<file path="src/hw/rtl/fixed_block_free_list_allocator_assert.svh">
// Assertion macros for the free-list allocator.
// Each macro expects clk and arst_n in the scope where it is used.
`ifndef FIXED_BLOCK_FREE_LIST_ALLOCATOR_ASSERT_SVH
`define FIXED_BLOCK_FREE_LIST_ALLOCATOR_ASSERT_SVH

// Same-cycle implication, checked once reset is released.
`define FBFL_ASSERT_NOW(lbl, ante, cons) \
	lbl: assert property (@(posedge clk) disable iff (!arst_n) (ante) |-> (cons)) \
		else $error("fbfl assertion failed");

// Next-cycle implication, checked once reset is released.
`define FBFL_ASSERT_NEXT(lbl, ante, cons) \
	lbl: assert property (@(posedge clk) disable iff (!arst_n) (ante) |=> (cons)) \
		else $error("fbfl assertion failed");

`endif

</file>
<file path="src/hw/rtl/fbfl_pkg.sv">
`default_nettype none

package fbfl_pkg;

	// Pool depth; the link memory and the clearing pass follow from it.
	localparam int POOL_BLOCKS = 1024;
	localparam int ADDR_W = $clog2(POOL_BLOCKS);

	localparam int IDX_W = 10;
	localparam int CNT_W = 11;
	localparam int OP_W = 1;
	localparam int APB_DW = 32;
	localparam int APB_AW = 3;

	localparam logic [APB_AW-1:0] REG_BLOCK_COUNT = 3'd0;
	localparam logic [CNT_W-1:0] BLOCK_COUNT_RESET = 11'd1024;

	typedef enum logic [OP_W-1:0] {
		OP_ALLOC = 1'b0,
		OP_FREE  = 1'b1
	} op_t;

	typedef enum logic [1:0] {
		ST_ALLOC    = 2'd0,
		ST_FREED    = 2'd1,
		ST_EMPTY    = 2'd2,
		ST_BAD_FREE = 2'd3
	} status_t;

	typedef struct packed {
		op_t              opcode;
		logic [IDX_W-1:0] block_index;
	} req_word_t;

	typedef struct packed {
		status_t          status;
		logic [IDX_W-1:0] granted_index;
		logic [CNT_W-1:0] free_count;
		logic [CNT_W-1:0] used_count;
	} rsp_word_t;

	typedef enum logic [1:0] {
		S_CLEAR,
		S_IDLE,
		S_EXEC
	} state_t;

	typedef struct packed {
		logic clear_step;
		logic take;
		logic commit;
	} ctrl_cmd_t;

	typedef struct packed {
		logic clear_last;
		logic out_free;
	} ctrl_sts_t;

	// Effective pool size: a count above the pool depth acts as the depth.
	function automatic logic [CNT_W-1:0] pool_clamp(input logic [CNT_W-1:0] cnt);
		logic [CNT_W-1:0] res;
		if (32'(cnt) > POOL_BLOCKS) begin
			res = CNT_W'(POOL_BLOCKS);
		end else begin
			res = cnt;
		end
		return res;
	endfunction

	// Block index to link memory address.
	function automatic logic [ADDR_W-1:0] to_addr(input logic [IDX_W-1:0] idx);
		logic [ADDR_W+IDX_W-1:0] w;
		w = '0;
		w[IDX_W-1:0] = idx;
		return w[ADDR_W-1:0];
	endfunction

	// Link value of a rebuilt entry, kept in index width.
	function automatic logic [IDX_W-1:0] seq_link(input logic [ADDR_W-1:0] addr);
		logic [ADDR_W+IDX_W:0] w;
		w = '0;
		w[ADDR_W:0] = {1'b0, addr} + (ADDR_W+1)'(1);
		return w[IDX_W-1:0];
	endfunction

endpackage

`default_nettype wire

</file>
<file path="src/hw/rtl/fbfl_ctrl.sv">
`default_nettype none

module fbfl_ctrl (
	input  wire logic                clk,
	input  wire logic                arst_n,
	input  wire logic                cfg_wr,
	input  wire logic                req_valid,
	output logic                     req_stall,
	input  wire fbfl_pkg::ctrl_sts_t sts,
	output fbfl_pkg::ctrl_cmd_t      cmd
);

	fbfl_pkg::state_t state_q;
	fbfl_pkg::state_t state_nxt;

	always_ff @(posedge clk or negedge arst_n) begin
		if (!arst_n) begin
			state_q <= fbfl_pkg::S_CLEAR;
		end else begin
			state_q <= state_nxt;
		end
	end

	always_comb begin
		state_nxt = state_q;
		case (state_q)
			fbfl_pkg::S_CLEAR: begin
				if (sts.clear_last) state_nxt = fbfl_pkg::S_IDLE;
			end
			fbfl_pkg::S_IDLE: begin
				if (req_valid) state_nxt = fbfl_pkg::S_EXEC;
			end
			fbfl_pkg::S_EXEC: begin
				if (sts.out_free) state_nxt = fbfl_pkg::S_IDLE;
			end
			default: state_nxt = fbfl_pkg::S_CLEAR;
		endcase
		// a register write restarts the rebuild
		if (cfg_wr) state_nxt = fbfl_pkg::S_CLEAR;
	end

	always_comb begin
		cmd = '0;
		req_stall = 1'b1;
		case (state_q)
			fbfl_pkg::S_CLEAR: begin
				cmd.clear_step = !cfg_wr;
			end
			fbfl_pkg::S_IDLE: begin
				req_stall = 1'b0;
				cmd.take = req_valid;
			end
			fbfl_pkg::S_EXEC: begin
				cmd.commit = sts.out_free;
			end
			default: begin
				req_stall = 1'b1;
			end
		endcase
	end

endmodule

`default_nettype wire

</file>
<file path="config.mk">
export PLATFORM = sky130hd
export DESIGN_NAME = fbfl_ctrl
export DESIGN_NICKNAME = d
export VERILOG_FILES = /design/src/hw/rtl/fixed_block_free_list_allocator_assert.svh /design/src/hw/rtl/fbfl_pkg.sv /design/src/hw/rtl/fbfl_ctrl.sv
export SDC_FILE = /design/constraint.sdc
export NUM_CORES = 1
export LEC_CHECK = 0
export BUFFER_PORTS_ARGS = -buffer_cell sky130_fd_sc_hd__buf_4
export CORE_AREA = 3 3 40 42
export CTS_BUF_LIST = sky130_fd_sc_hd__clkbuf_8
export CTS_CLUSTER_SIZE = 28
export DETAILED_ROUTE_END_ITERATION = 10
export DIE_AREA = 0 0 43 45
export PLACE_DENSITY_LB_ADDON = 0.25
export SLEW_MARGIN = 10
export SYNTH_ARGS = -nofsm -noshare
export SYNTH_HDL_FRONTEND = slang
export SYNTH_SLANG_ARGS = --single-unit
</file>
<file path="constraint.sdc">
create_clock -name clk -period 2.7 [get_ports clk]
set_input_delay 0.54 -clock clk [delete_from_list [all_inputs] [get_ports clk]]
set_output_delay 0.54 -clock clk [all_outputs]
set_load 0.1 [all_outputs]
</file>
# Yosys cells after proc, flatten, opt, wreduce, memory -nomap -nowiden
# Index checks and enable logic that the tools add are counted.
# Widths: inputs -> output; s select.
[classes]
n_reduce_logical = 3
eq_ne = 5
n_mux = 9
[ops]
columns = ["operator", "n"]
rows = [
  ["$ne 3x3->1 const B", 3],
  ["$mux 2", 4],
  ["$pmux 2 s3", 1],
  ["$mux 1", 4],
  ["$reduce_and 3->1", 1],
  ["$eq 2x1->1 const B", 1],
  ["$eq 2x2->1 const B", 1],
  ["$logic_not 2->1", 1],
  ["$logic_not 1->1", 1],
]
[word_totals]
out_inout_bits = 4
regBits = 2
word_cells = 18

# Depth between registers and ports, before layout
[depth]
ltp_word = 3
ltp_mapped = 2
mapped_depth_nobuf = 2

# Worst setup path before layout
# OpenSTA, ideal clock, no wires.
[synth_timing]
kind = "input to output"
start = "input cfg_wr"
end = "output cmd[2] (netlist name)"
n_path_buf = 0
t_required_ns = 2.160
cell_stages = 1
arrival_ns = 2.567
path_slack_ns = -0.407
path_cell_list = "nor3_1"
[synth_between]
elab_chain_len = 2
[synth_rtl]
columns = ["element", "line_no", "rtl"]
rows = [
  ["start, declared", "fbfl_ctrl.sv:6", "input wire logic cfg_wr,"],
  ["$logic_not 1->1", "fbfl_ctrl.sv:47", "cmd.clear_step = !cfg_wr;"],
  ["$mux 1", "fbfl_ctrl.sv:45", "case (state_q)"],
  ["end, declared", "fbfl_ctrl.sv:10", "output fbfl_pkg::ctrl_cmd_t cmd"],
]
# No other way between the ends.

==> results.json <==
{
  "synth_top_cell_area_share": 0.408,
  "yosys.area.top_type": "dfrtp_1",
  "drtAntennaViolNets": 0,
  "synth_edf_count": 0,
  "regArea_um2": 50.0,
  "syn-num-nets": 20,
  "nFillCells": 143,
  "overflow": 0,
  "p_seq_frac": 0.173,
  "slowest_stage": "dfrtp_1",
  "fp.dieH_um": 45,
  "crit_path_max_incr_delay_ns": 0.43,
  "dr.pass1.iters": 2,
  "nets": 34,
  "fp.dieW_um": 43,
  "diodes": 0,
  "multi_input_area_um2": 70.1,
  "maxCapViolCount": 0,
  "dr_wl_met3_um": 68,
  "drive_gt1_frac": 0.500,
  "finalClockSkew_ns": 0.00214,
  "die_area_um2": 1940,
  "worstPathArrival_ns": 1.20,
  "viasPerCell": 3.63,
  "ys_ff_latch": 2,
  "gp_congestion": 0.732,
  "fin_crit_ns": 1.74,
  "cts_tree": "yes",
  "core-area_um2": 1280,
  "largest_reg_flops": 2,
  "cts_setup_buffers": 0,
  "synth-async-reset-ratio": 1.00,
  "grt_pass1_vias": 149,
  "hp-class": "input pin to async pin",
  "grt_use_total": 0.0483,
  "portBuffers": 9,
  "crit_buf_inv": 1,
  "drt-total-wl_um": 385,
  "worst_path_dominant_cell_family": "flip-flops",
  "antenna_found_initial": 0,
  "p_sw_uw": 67.7,
  "vias": 149,
  "wl_per_cell_um": 9.39,
  "core.rowCount": 13,
  "intPower_uw": 142,
  "grt_pass1_wl_um": 621,
  "cp_num_cells": 2,
  "placed_cells": 38,
  "path_cells": "and3b_1 -> buf_4",
  "combinationalPowerShare": 0.273,
  "crit_type": "flip-flop to output port",
  "yosys-top-cells-count": "dfrtp_1, inv_1",
  "initial_utilization": 0.0954,
  "top_layer_used": "met4",
  "max_slew_margin": 0.815,
  "ys_seq_area_frac": 0.408,
  "yosys-top-cells-area": "dfrtp_1, a32o_1, and3b_1, or3b_1, inv_1",
  "netlist_area_um2": 123,
  "top_regs": "state_q: 2 flops",
  "cts_hold_buf": 0,
  "cts_max_level": 1,
  "clkTransAtPathRegs_ns": 0.03,
  "status": "complete, no violations",
  "drc": 0,
  "cts_root_buffer": "clkbuf_8",
  "cts_buffers": 3,
  "power_per_cell_area_nw_per_um2": 823,
  "ys_warn_count": 0,
  "swShare": 0.322,
  "cts.path.max_buffers": 2,
  "clk_latency_ns": 0.21,
  "period_share": 0.644,
  "ir_drop_mv": 0.309,
  "regMostFlops": "state_q",
  "cp-end-kind": "output port",
  "wl_met2_um": 111,
  "area_delta_synth_final_pct": 108,
  "synth_cell_types": 12,
  "worstRegToRegCells": 2,
  "timing.final.hold_violations": 0,
  "ioPinCount": 10,
  "cts_resized": 0,
  "yosys_most_used_dff": "dfrtp_1",
  "max_freq_ghz": 0.575,
  "critPathLaunchType": "flip-flop",
  "setup_violations": 0,
  "drt_iter0_drc": 9,
  "p_leak_uw": 0.000132,
  "hpwl_um": 303,
  "required_ns": 2.16,
  "slew_viol_final": 0,
  "drt-met1-wl_um": 193,
  "synth_area_per_cell_um2": 8.76,
  "clock_sinks": 2,
  "grt_max_degree": 8,
  "cp_max_fo": 7,
  "worst_pin_slew_ns": 0.280,
  "rsz0062_at_grt": "no",
  "tns_ns": 0,
  "stdcell_count": 41,
  "synthCells": 14,
  "p_clk_frac": 0.554
}
[metal layers]
layer,vias up,global-route usage
li1,73,-
met1,62,0.0602
met2,12,0.0449
met3,2,0.0359
met4,0,0.0542
met5,-,0
[area by class of cell]
cell class / instances / share of cell area
multi-input combinational: 10 / 0.275
timing repair buffer: 9 / 0.265
tap: 15 / 0.0735
clock buffer: 3 / 0.162
sequential: 2 / 0.196
inverter: 2 / 0.0294
[power by group through the flow]
stage          clock network (uW)  registers (uW)  logic, uW
2_1_floorplan                   0            35.6       42.3
6_report                      116            36.3       57.4
3_3_place_gp                    0            36.3       57.3
5_1_grt                       123            36.8       59.9
4_1_cts                       121            36.2       57.9
3_5_place_dp                    0            36.4       57.9
[cell usage in the layout, fill, tap and decap left out, drive strengths merged]
master,count
and3b,1
or3b,1
clkbuf,3
dfrtp,2
buf,9
nand2b,1
nor3,1
or2,1
nand3b,1
nor2,1
inv,2
a32o,1
a21oi,1
nand2,1
[worst paths after layout]
kind	start	slack [ns]	end
setup / recovery	state_q[0]	0.96	cmd[0]
hold / removal	arst_n	0.11	state_q[0]
setup reg to reg	state_q[0]	1.64	state_q[1]
hold reg to reg	state_q[1]	0.68	state_q[1]
max in group asynchronous	arst_n	2.51	state_q[1]
min in group clk	cfg_wr	0.52	state_q[1]
[stage by stage]
stage	setup slack, ns	hold WS [ns]	util	power, uW	area [um^2]
floorplan	0.459	0.244	-	77.9	128
global placement	1.07	0.322	0.167	93.6	214
detailed placement	1.06	0.323	0.167	94.3	214
CTS	0.950	0.101	0.199	215	255
global route	0.912	0.104	0.199	219	255
finish	0.961	0.106	0.199	210	255
[kinds of logic (layout without fill, tap and decap cells)]
kind of cell | count (synthesis) | in the layout | share of synthesized area
AO/OA/AOI/OAI | 2 | 2 | 0.122
buffers and inverters | 2 | 14 | 0.0612
flip-flops | 2 | 2 | 0.408
AND/OR/NAND/NOR | 8 | 8 | 0.408
No activity file was read; power rests on OpenSTA's default activity.
